`src/rtl/scf_pkg.sv`:
```
package scf_pkg;

  // Default sizes of the frame buffer and the byte queue.
  localparam int FRAME_BYTES_DEF = 10;
  localparam int QUEUE_DEPTH_DEF = 10;

  // Only the first four frame bytes are ever examined at dispatch.
  localparam int HEAD_BYTES   = 4;
  localparam int MOVE_MIN_LEN = 4;

  // Framing and command characters.
  localparam logic [7:0] CH_NEWLINE = 8'h0A;
  localparam logic [7:0] CH_BANG    = 8'h21;
  localparam logic [7:0] CH_MOVE    = 8'h6A;
  localparam logic [7:0] CH_LEGACY  = 8'h6D;

  localparam logic [7:0] LIMIT_RESET = 8'd25;

  // Operation codes of an input transaction.
  localparam logic OP_BYTE = 1'b0;
  localparam logic OP_POP  = 1'b1;

  // Result status codes.
  localparam logic [2:0] ST_MOVE    = 3'd0;
  localparam logic [2:0] ST_QUEUED  = 3'd1;
  localparam logic [2:0] ST_SHORT   = 3'd2;
  localparam logic [2:0] ST_UNKNOWN = 3'd3;
  localparam logic [2:0] ST_FULL    = 3'd4;
  localparam logic [2:0] ST_POPPED  = 3'd5;
  localparam logic [2:0] ST_EMPTY   = 3'd6;

  // One result as it travels through the pipeline.
  typedef struct packed {
    logic [2:0] status;
    logic [7:0] axis_x;
    logic [7:0] axis_y;
    logic [7:0] axis_z;
    logic [7:0] data_byte;
    logic       use_ram;
    logic       legacy_mode;
    logic       queue_not_empty;
  } res_t;

endpackage

```
`src/rtl/scf_ram.sv`:
```
module scf_ram #(
  parameter int WIDTH = 8,
  parameter int DEPTH = 10,
  parameter int AW    = (DEPTH > 1) ? $clog2(DEPTH) : 1
) (
  input  logic             clk,
  input  logic             we,
  input  logic [AW-1:0]    waddr,
  input  logic [WIDTH-1:0] wdata,
  input  logic             re,
  input  logic [AW-1:0]    raddr,
  output logic [WIDTH-1:0] rdata
);

  logic [WIDTH-1:0] mem [DEPTH];
  logic [WIDTH-1:0] rdata_r;

  // Single write port, registered read that holds when not enabled.
  always_ff @(posedge clk) begin
    if (we) begin
      mem[waddr] <= wdata;
    end
    if (re) begin
      rdata_r <= mem[raddr];
    end
  end

  assign rdata = rdata_r;

endmodule

```
`src/rtl/serial_command_framer_with_fifo.sv`:
```
// Channel | Direction | Handshake          | Payload
// in      | input     | in_valid/in_stall   | in_operation, in_rx_byte
// out     | output    | out_valid/out_stall | status, axes, data byte, mode, queue flag
// cfg     | input     | cfg_valid/cfg_ready | cfg_move_limit
//
// One transaction is accepted per cycle while in_stall is low; a result, where
// one is due, goes through the first result register and then the output
// register. The first result register waits on the registered read of the
// queue RAM for a pop, and the output register merges the popped byte.
// Synchronous active-low reset clears the frame fill, the queue pointers and
// count, the mode flag, both result valid flags and the limit (to 25); the RAM
// needs no clearing pass. A stalled output backs up into in_stall once both result registers are full.
module serial_command_framer_with_fifo #(
  parameter int FRAME_BYTES = scf_pkg::FRAME_BYTES_DEF,
  parameter int QUEUE_DEPTH = scf_pkg::QUEUE_DEPTH_DEF
) (
  input  logic       clk,
  input  logic       rst_n,
  input  logic       in_valid,
  output logic       in_stall,
  input  logic       in_operation,
  input  logic [7:0] in_rx_byte,
  output logic       out_valid,
  input  logic       out_stall,
  output logic [2:0] out_status,
  output logic [7:0] out_axis_x,
  output logic [7:0] out_axis_y,
  output logic [7:0] out_axis_z,
  output logic [7:0] out_data_byte,
  output logic       out_legacy_mode,
  output logic       out_queue_not_empty,
  input  logic       cfg_valid,
  output logic       cfg_ready,
  input  logic [7:0] cfg_move_limit
);

  import scf_pkg::*;

  localparam int FILL_W = $clog2(FRAME_BYTES + 1);
  localparam int CNT_W  = $clog2(QUEUE_DEPTH + 1);
  localparam int PTR_W  = (QUEUE_DEPTH > 1) ? $clog2(QUEUE_DEPTH) : 1;

  localparam logic [FILL_W-1:0] FILL_LAST = FILL_W'(FRAME_BYTES - 1);
  localparam logic [FILL_W-1:0] FILL_MOVE = FILL_W'(MOVE_MIN_LEN - 1);
  localparam logic [CNT_W-1:0]  CNT_FULL  = CNT_W'(QUEUE_DEPTH);
  localparam logic [PTR_W-1:0]  PTR_LAST  = PTR_W'(QUEUE_DEPTH - 1);

  logic [7:0]        move_limit_r;
  logic [FILL_W-1:0] fill_r, fill_nxt;
  logic [7:0]        head_r [HEAD_BYTES];
  logic [PTR_W-1:0]  rptr_r, rptr_nxt;
  logic [PTR_W-1:0]  wptr_r, wptr_nxt;
  logic [CNT_W-1:0]  count_r, count_nxt;
  logic              mode_r, mode_nxt;

  logic              s1_valid_r;
  res_t              s1_res_r;
  logic              out_valid_r;
  res_t              out_res_r;

  logic              in_acc;
  logic              s1_move;
  logic              gen;
  logic              push;
  logic              pop_hit;
  res_t              res;
  logic [7:0]        fb [HEAD_BYTES];
  logic [7:0]        ram_rdata;

  // Configuration is always taken.
  assign cfg_ready = 1'b1;

  always_ff @(posedge clk) begin
    if (!rst_n) begin
      move_limit_r <= LIMIT_RESET;
    end else if (cfg_valid) begin
      move_limit_r <= cfg_move_limit;
    end
  end

  // Pipeline flow: the first result register advances whenever the output is free.
  assign s1_move  = s1_valid_r && (!out_valid_r || !out_stall);
  assign in_stall = s1_valid_r && !s1_move;
  assign in_acc   = in_valid && !in_stall;

  // View of the frame head including the byte arriving now.
  always_comb begin
    for (int i = 0; i < HEAD_BYTES; i++) begin
      fb[i] = (fill_r == FILL_W'(i)) ? in_rx_byte : head_r[i];
    end
  end

  // Decode the transaction and compute the next state and the result.
  always_comb begin
    fill_nxt  = fill_r;
    rptr_nxt  = rptr_r;
    wptr_nxt  = wptr_r;
    count_nxt = count_r;
    mode_nxt  = mode_r;
    gen       = 1'b0;
    push      = 1'b0;
    pop_hit   = 1'b0;
    res       = '0;
    if (in_operation == OP_POP) begin
      gen = 1'b1;
      if (count_r == '0) begin
        res.status = ST_EMPTY;
      end else begin
        pop_hit     = 1'b1;
        res.status  = ST_POPPED;
        res.use_ram = 1'b1;
        rptr_nxt    = (rptr_r == PTR_LAST) ? '0 : rptr_r + 1'b1;
        count_nxt   = count_r - 1'b1;
      end
    end else begin
      fill_nxt = fill_r + 1'b1;
      if (in_rx_byte == CH_NEWLINE || in_rx_byte == CH_BANG || fill_r == FILL_LAST) begin
        gen      = 1'b1;
        fill_nxt = '0;
        if (fb[0] == CH_LEGACY) begin
          mode_nxt      = 1'b1;
          res.data_byte = fb[1];
          if (count_r == CNT_FULL) begin
            res.status = ST_FULL;
          end else begin
            push       = 1'b1;
            res.status = ST_QUEUED;
            wptr_nxt   = (wptr_r == PTR_LAST) ? '0 : wptr_r + 1'b1;
            count_nxt  = count_r + 1'b1;
          end
        end else if (fb[0] == CH_MOVE) begin
          mode_nxt = 1'b0;
          if (fill_r >= FILL_MOVE) begin
            res.status = ST_MOVE;
            res.axis_x = (fb[1] > move_limit_r) ? move_limit_r : fb[1];
            res.axis_y = (fb[2] > move_limit_r) ? move_limit_r : fb[2];
            res.axis_z = (fb[3] > move_limit_r) ? move_limit_r : fb[3];
          end else begin
            res.status = ST_SHORT;
          end
        end else begin
          res.status = ST_UNKNOWN;
        end
      end
    end
    res.legacy_mode     = mode_nxt;
    res.queue_not_empty = (count_nxt != '0);
  end

  // Control state of the framer and the queue.
  always_ff @(posedge clk) begin
    if (!rst_n) begin
      fill_r  <= '0;
      rptr_r  <= '0;
      wptr_r  <= '0;
      count_r <= '0;
      mode_r  <= 1'b0;
    end else if (in_acc) begin
      fill_r  <= fill_nxt;
      rptr_r  <= rptr_nxt;
      wptr_r  <= wptr_nxt;
      count_r <= count_nxt;
      mode_r  <= mode_nxt;
    end
  end

  // The first frame bytes are kept in registers for the dispatch decode.
  always_ff @(posedge clk) begin
    if (in_acc && in_operation == OP_BYTE) begin
      for (int i = 0; i < HEAD_BYTES; i++) begin
        if (fill_r == FILL_W'(i)) begin
          head_r[i] <= in_rx_byte;
        end
      end
    end
  end

  // Queue storage; a pop's byte comes from the registered read port.
  scf_ram #(
    .WIDTH (8),
    .DEPTH (QUEUE_DEPTH),
    .AW    (PTR_W)
  ) u_queue_ram (
    .clk   (clk),
    .we    (in_acc && push),
    .waddr (wptr_r),
    .wdata (fb[1]),
    .re    (in_acc && pop_hit),
    .raddr (rptr_r),
    .rdata (ram_rdata)
  );

  // First result stage, waiting on the RAM read.
  always_ff @(posedge clk) begin
    if (!rst_n) begin
      s1_valid_r <= 1'b0;
    end else if (in_acc) begin
      s1_valid_r <= gen;
    end else if (s1_move) begin
      s1_valid_r <= 1'b0;
    end
  end

  always_ff @(posedge clk) begin
    if (in_acc) begin
      s1_res_r <= res;
    end
  end

  // Output register; the popped byte is merged in here.
  always_ff @(posedge clk) begin
    if (!rst_n) begin
      out_valid_r <= 1'b0;
    end else if (s1_move) begin
      out_valid_r <= 1'b1;
    end else if (!out_stall) begin
      out_valid_r <= 1'b0;
    end
  end

  always_ff @(posedge clk) begin
    if (s1_move) begin
      out_res_r <= s1_res_r;
      if (s1_res_r.use_ram) begin
        out_res_r.data_byte <= ram_rdata;
      end
    end
  end

  assign out_valid           = out_valid_r;
  assign out_status          = out_res_r.status;
  assign out_axis_x          = out_res_r.axis_x;
  assign out_axis_y          = out_res_r.axis_y;
  assign out_axis_z          = out_res_r.axis_z;
  assign out_data_byte       = out_res_r.data_byte;
  assign out_legacy_mode     = out_res_r.legacy_mode;
  assign out_queue_not_empty = out_res_r.queue_not_empty;

endmodule

```
`config.mk`:
```
export PLATFORM = sky130hd
export DESIGN_NAME = serial_command_framer_with_fifo
export DESIGN_NICKNAME = d
export VERILOG_FILES = /design/src/rtl/scf_pkg.sv /design/src/rtl/scf_ram.sv /design/src/rtl/serial_command_framer_with_fifo.sv
export SDC_FILE = /design/constraint.sdc
export NUM_CORES = 1
export LEC_CHECK = 0
export BUFFER_PORTS_ARGS = -buffer_cell sky130_fd_sc_hd__buf_2
export CAP_MARGIN = 25
export CORE_AREA = 2 2 184 186
export CTS_CLUSTER_DIAMETER = 200
export CTS_CLUSTER_SIZE = 40
export DETAILED_ROUTE_END_ITERATION = 10
export DIE_AREA = 0 0 186 188
export PLACE_DENSITY = 0.49
export SYNTH_ARGS = -nofsm -noshare
export SYNTH_HDL_FRONTEND = slang
export SYNTH_SLANG_ARGS = --single-unit
```
`constraint.sdc`:
```
create_clock -name clk -period 4.9 [get_ports clk]
set_input_delay 0.245 -clock clk [delete_from_list [all_inputs] [get_ports clk]]
set_output_delay 0.245 -clock clk [all_outputs]
set_load 0.05 [all_outputs]
```
* Yosys cells after proc, flatten, opt, wreduce, memory -nomap -nowiden
Memories as Yosys holds them, arrays and structs flattened. A register that Yosys moved wholly into a read port is not among the register bits.
Cells that the tools add are included.
** Operators by class
- Muxes and demuxes :: 66
- Reductions and logical operators :: 25
- Eq/ne operators :: 12
- Bitwise logic cells :: 7
- Order comparisons :: 4
- Add/sub/neg operators :: 5
** Operators with widths (number)
- $mux 8 :: 12
- $mux 24 :: 3
- $mux 35 :: 1
- $mux 1 :: 33
- $mux 4 :: 8
- $gt 8x8->1 :: 3
- $reduce_or 8->1 :: 3
- $add 4x1->4 const B :: 4
- $eq 4x4->1 const B :: 4
- $eq 8x7->1 const B :: 2
- $mux 2 :: 6
- $mux 3 :: 3
- $eq 4x2->1 const B :: 2
- $eq 8x4->1 const B :: 1
- $eq 8x6->1 const B :: 1
- $logic_not 4->1 :: 2
- $not 1->1 :: 7
- $logic_and 1x1->1 :: 6
- $reduce_and 5->1 :: 1
- $reduce_or 5->1 :: 1
- $eq 4x1->1 const B :: 1
- $ge 4x2->1 const B :: 1
- $logic_not 1->1 :: 4
- $reduce_bool 4->1 :: 1
- other kinds (7) :: 9
** Word-level totals
- Input port bits :: 22
- Register bits after elaboration :: 102
- Output and inout bits :: 40
- Memories :: 2
- RAM bits :: 112
** Memories
- u_queue_ram.mem :: depth 10, bits a word 8, rd ports 1, clocked after memory_dff 1, write ports 1, line scf_ram.sv:15 : logic [WIDTH-1:0] mem [DEPTH];
- head_r :: depth 4, bits a word 8, rd ports 4, clocked after memory_dff 0, write ports 1, line serial_command_framer_with_fifo.sv:50 : logic [7:0] head_r [HEAD_BYTES];

* Depth between registers and ports, before layout
- Word-level depth :: 14
- Gate-level depth with buffers :: 13

* Cells and area by module
From an unflattened synthesis, not the netlist that was laid out.
** Unflattened totals
- Cells, all modules :: 694
- Area total of the unflattened synthesis :: 9858.2 sq um
** Modules (own cells, without submodules)
- serial_command_framer_with_fifo :: area each 6376.1 sq um, cells an instance 505, times used 1
- scf_ram :: area each 3482.1 sq um, cells an instance 189, times used 1

* Worst setup path before layout
Ideal clock, no wire load.
- Path type :: flip-flop to flip-flop
- Start point :: register out_valid_r (netlist: out_valid)
- End point :: register out_res_r, in the netlist out_axis_x[0], enable pin
- Required time :: 4412 ps
- Buffers on the path :: 0
- Slack :: 1148 ps
- Stages on the path, launching flop included :: 2
- Clock period less this slack :: 3752 ps
- Library setup time :: 488 ps
- Data arrival time :: 3264 ps
- Cells stage by stage :: dfxtp_1 -> a21boi_0
** On the way
- Word-level cells in the longest chain between the ends :: 3
** RTL lines
- start, declared :: line serial_command_framer_with_fifo.sv:58 : logic out_valid_r;
- start signal, assigned :: line serial_command_framer_with_fifo.sv:213 : out_valid_r <= 1'b0;
- start signal, assigned :: line serial_command_framer_with_fifo.sv:215 : out_valid_r <= 1'b1;
- start signal, assigned :: line serial_command_framer_with_fifo.sv:217 : out_valid_r <= 1'b0;
- $logic_not 1->1 :: line serial_command_framer_with_fifo.sv:82 : assign s1_move = s1_valid_r && (!out_valid_r || !out_stall);
- $logic_or 1x1->1 :: line serial_command_framer_with_fifo.sv:82
- $logic_and 1x1->1 :: line serial_command_framer_with_fifo.sv:82
- net s1_move :: line serial_command_framer_with_fifo.sv:62 : logic s1_move;
- end signal, assigned :: line serial_command_framer_with_fifo.sv:223 : out_res_r <= s1_res_r;
- end, declared :: line serial_command_framer_with_fifo.sv:59 : res_t out_res_r;
The timed path passes the listed nets, and every way through them passes these cells.
A chain may end at the register's enable or synchronous reset.

* Worst setup path after layout
- Start point :: register fill_r[0]
- End point :: memory u_queue_ram.mem[8][2], enable pin
** On the way
- Word-level cells in the longest chain between the ends :: 9
- Elaborated cells between the ends (all ways) :: 11
- Those cells by class :: eq/ne (2); mux (6); reduce/logical (3)
** RTL lines
- start, declared :: line serial_command_framer_with_fifo.sv:49 : logic [FILL_W-1:0] fill_r, fill_nxt;
- start signal, assigned :: line serial_command_framer_with_fifo.sv:159 : fill_r <= fill_nxt;
- $logic_not 4->1 :: line serial_command_framer_with_fifo.sv:89 : fb[i] = (fill_r == FILL_W'(i)) ? in_rx_byte : head_r[i];
- $mux 8 :: line serial_command_framer_with_fifo.sv:89
- $eq 8x7->1 :: line serial_command_framer_with_fifo.sv:120 : if (fb[0] == CH_LEGACY) begin
- $mux 1 :: line serial_command_framer_with_fifo.sv:120
- $mux 1 * :: line serial_command_framer_with_fifo.sv:117 : if (in_rx_byte == CH_NEWLINE || in_rx_byte == CH_BANG || fill_r == FILL_LAST) begin
- $mux 1 * :: line serial_command_framer_with_fifo.sv:104 : if (in_operation == OP_POP) begin
- $logic_and 1x1->1 * :: line serial_command_framer_with_fifo.sv:185 : .we (in_acc && push),
- $mux 1 * :: line scf_ram.sv:20 : if (we) begin
- $mux 1 (not written as such) * :: line scf_ram.sv:21 : mem[waddr] <= wdata;
- end, declared :: line scf_ram.sv:15
Every way passes the cells marked *; elsewhere a longest branch is shown, timed or not.

==> results.json <==
{
  "outcome": "finished clean",
  "p_leak_nw": 3.674,
  "numCtsBuffers": 9,
  "antenna_left": 0,
  "cts_resized": 0,
  "yosys-top-cells-count": "edfxtp_1, nor3_1, a21oi_1, ha_1, mux2_2",
  "fp.dieArea_sq_um": 34970,
  "clk_latency_ns": 0.48,
  "top_usage_layer": "met2",
  "synth_edf_count": 195,
  "holdWs_ns": 0.01990,
  "fin_crit_ns": 3.464,
  "final_util_pct": 32.87,
  "fin_crit_sh_pct": 70.70,
  "wl_per_cell_microns": 18.66,
  "yosys_most_used_dff": "edfxtp_1",
  "hold_buffers": 0,
  "final_max_slew_viol_count": 0,
  "root_buffer": "clkbuf_16",
  "drive_gt1_share_pct": 19.86,
  "start_util_pct": 29.47,
  "post-route-drc-count": 0,
  "layout_setup_ws_ns": 1.436,
  "die_h_microns": 188,
  "hold_violations": 0,
  "max-cap-violations": 0,
  "area_delta_synth_final_pct": 11.53,
  "grt_max_degree": 47,
  "grt_usage_pct": 12.64,
  "via_per_inst": 4.766,
  "ys_types": 61,
  "synth_top_area_share_pct": 60.00,
  "max_slew_margin_pct": 35.97,
  "path_class": "flop to flop",
  "synthTopCellsByArea": "edfxtp_1, dfxtp_1, ha_1",
  "gp_congestion": 0.7824,
  "synth.ff_latch_count": 222,
  "ios": 62,
  "coreArea_sq_um": 33110,
  "start_kind": "flop",
  "netlist.top_cell.by_area": "edfxtp_1",
  "fmax_mhz": 288.7,
  "num_antenna_cells": 0,
  "fillers": 3271,
  "syn_area_sq_um": 9759,
  "vias": 5662,
  "grt_overflow_total": 0,
  "crit_path_end_kind": "flop",
  "ir_drop_mv": 0.1849,
  "drt_iter0_drc": 428,
  "setup_tns_ns": 0,
  "skew_ns": 0.01915,
  "place_ws_ns": 1.370,
  "use_met3_pct": 1.282,
  "antenna_found_initial": 0,
  "yosysWarnings": 0,
  "cts.sinks": 222,
  "rows": 67,
  "firstDrtPassIters": 5,
  "worstPathArrival_ns": 3.60,
  "clkTransAtPathRegs_ns": 0.14,
  "powerDensity_nw_per_um2": 312.3,
  "post_cts_buffers": 0,
  "synth.net_count": 735,
  "gr-usage-met2_pct": 19.76,
  "ys_seq_area_share_pct": 65.54,
  "syn_inst": 682,
  "htreeDepth": 1,
  "async_flop_share_pct": 0,
  "die_x_microns": 186,
  "grt_util_met1_pct": 19.13,
  "yosysMostFrequentCell": "edfxtp_1",
  "syn_avg_cell_area_sq_um": 14.31,
  "worst_slew_pin_slew_ns": 0.9592,
  "hpwl_microns": 15220,
  "clockBufferDepth": 3,
  "path_max_fanout": 8,
  "min_path_type": "primary input to flop",
  "grt_pass1_wl_microns": 33490,
  "required_ns": 5.03,
  "grt_pass1_vias": 5410,
  "cts_tree": "built",
  "rsz0062_at_grt": "no",
  "setup_viol": 0,
  "postRouteWirelength_microns": 22170,
  "portBuffers": 60,
  "nets": 791
}
## metrics by stage
stage	power [mW]	cell area, sq um	instances
6_report	3.399	10880	1188
5_1_grt	3.533	10880	1188
4_1_cts	3.432	10840	1184
3_5_place_dp	2.524	10580	1171
3_3_place_gp	2.523	10570	1170
2_1_floorplan	2.412	9759	682
## cells in the final DEF, fill, tap and decap left out, types with 4 or more instances in the layout
cell type,count
a211oi_1,8
a21boi_0,6
a21o_1,8
a21oi_1,41
and2_1,7
and3_1,13
buf_2,61
buf_4,8
clkbuf_16,9
dfxtp_1,27
edfxtp_1,195
ha_1,31
inv_1,19
mux2_2,29
mux2i_1,20
mux4_2,16
nand2_1,15
nand2b_1,7
nand3_1,9
nand4_1,8
nor2_1,24
nor2b_1,24
nor3_1,52
nor3_2,4
nor4_1,5
o211ai_1,4
o21a_1,14
o21ai_0,17
o21ai_1,4
or2_2,6
xnor2_1,4
## routing by layer
metal | part of all wire (%) | vias to the layer above
li1 | - | 2730
met4 | 1.3 | 0
met1 | 50 | 2789
met5 | 0 | -
met3 | 3.7 | 14
met2 | 45 | 129
## cell type report
| cell class | instances | area [sq um] | share of cell area [%] |
|---|---|---|---|
| multi-input combinational | 412 | 3184 | 29.26 |
| clock inverter | 1 | 20.02 | 0.1839 |
| sequential | 222 | 6396 | 58.77 |
| tap | 448 | 560.5 | 5.150 |
| inverter | 21 | 78.83 | 0.7242 |
| clock buffer | 12 | 236.5 | 2.173 |
| timing repair buffer | 72 | 407.9 | 3.748 |
## sequential cells by signal (all words and copies together) (netlist names), 8 cells and up
register           flops
s1_res_r              38
out_axis_z             8
head_r                32
u_queue_ram.mem       80
move_limit_r           8
out_data_byte          8
out_axis_y             8
u_queue_ram.rdata      8
out_axis_x             8
## path summary, 6_finish.rpt
check,start,to,slack [ns],cells after the start
worst max-delay path,fill_r[0],u_queue_ram.mem[8][2],1.44,8
worst min-delay path,cfg_move_limit[2],move_limit_r[2],0.02,3
worst max register to register,fill_r[0],u_queue_ram.mem[8][2],1.44,8
worst min register to register,s1_res_r[1],out_legacy_mode,0.43,0
## where the power goes
group          total (mW)  switching (mW)  leakage (nW)  internal [mW]
sequential           2.14          0.0359          2.04           2.10
combinational       0.342           0.217          1.51          0.125
clock               0.918           0.561         0.124          0.356
total                3.40           0.814          3.67           2.59
## critical path, stage by stage (launching register included)
cell      delay, ns
dfxtp_1        0.38
inv_1          0.10
ha_1           0.13
or3b_1         0.44
or4_4          0.59
a221oi_4       0.43
nand2_4        0.10
or3_4          0.39
nor3_2         0.55
## cell families (layout without fill, tap and decap cells)
group / count (synthesis) / in the layout / synth area share (%)
AND/OR/NAND/NOR: 194 / 194 / 11.32
flip-flops: 222 / 222 / 65.54
XOR/XNOR: 5 / 5 / 0.4487
buffers and inverters: 48 / 106 / 1.949
AO/OA/AOI/OAI: 116 / 116 / 7.641
adder cells (fa/ha/maj): 31 / 31 / 3.974
other: 1 / 1 / 0.03842
multiplexers: 65 / 65 / 9.090
Note: power is estimated with default switching activity, not from simulation.
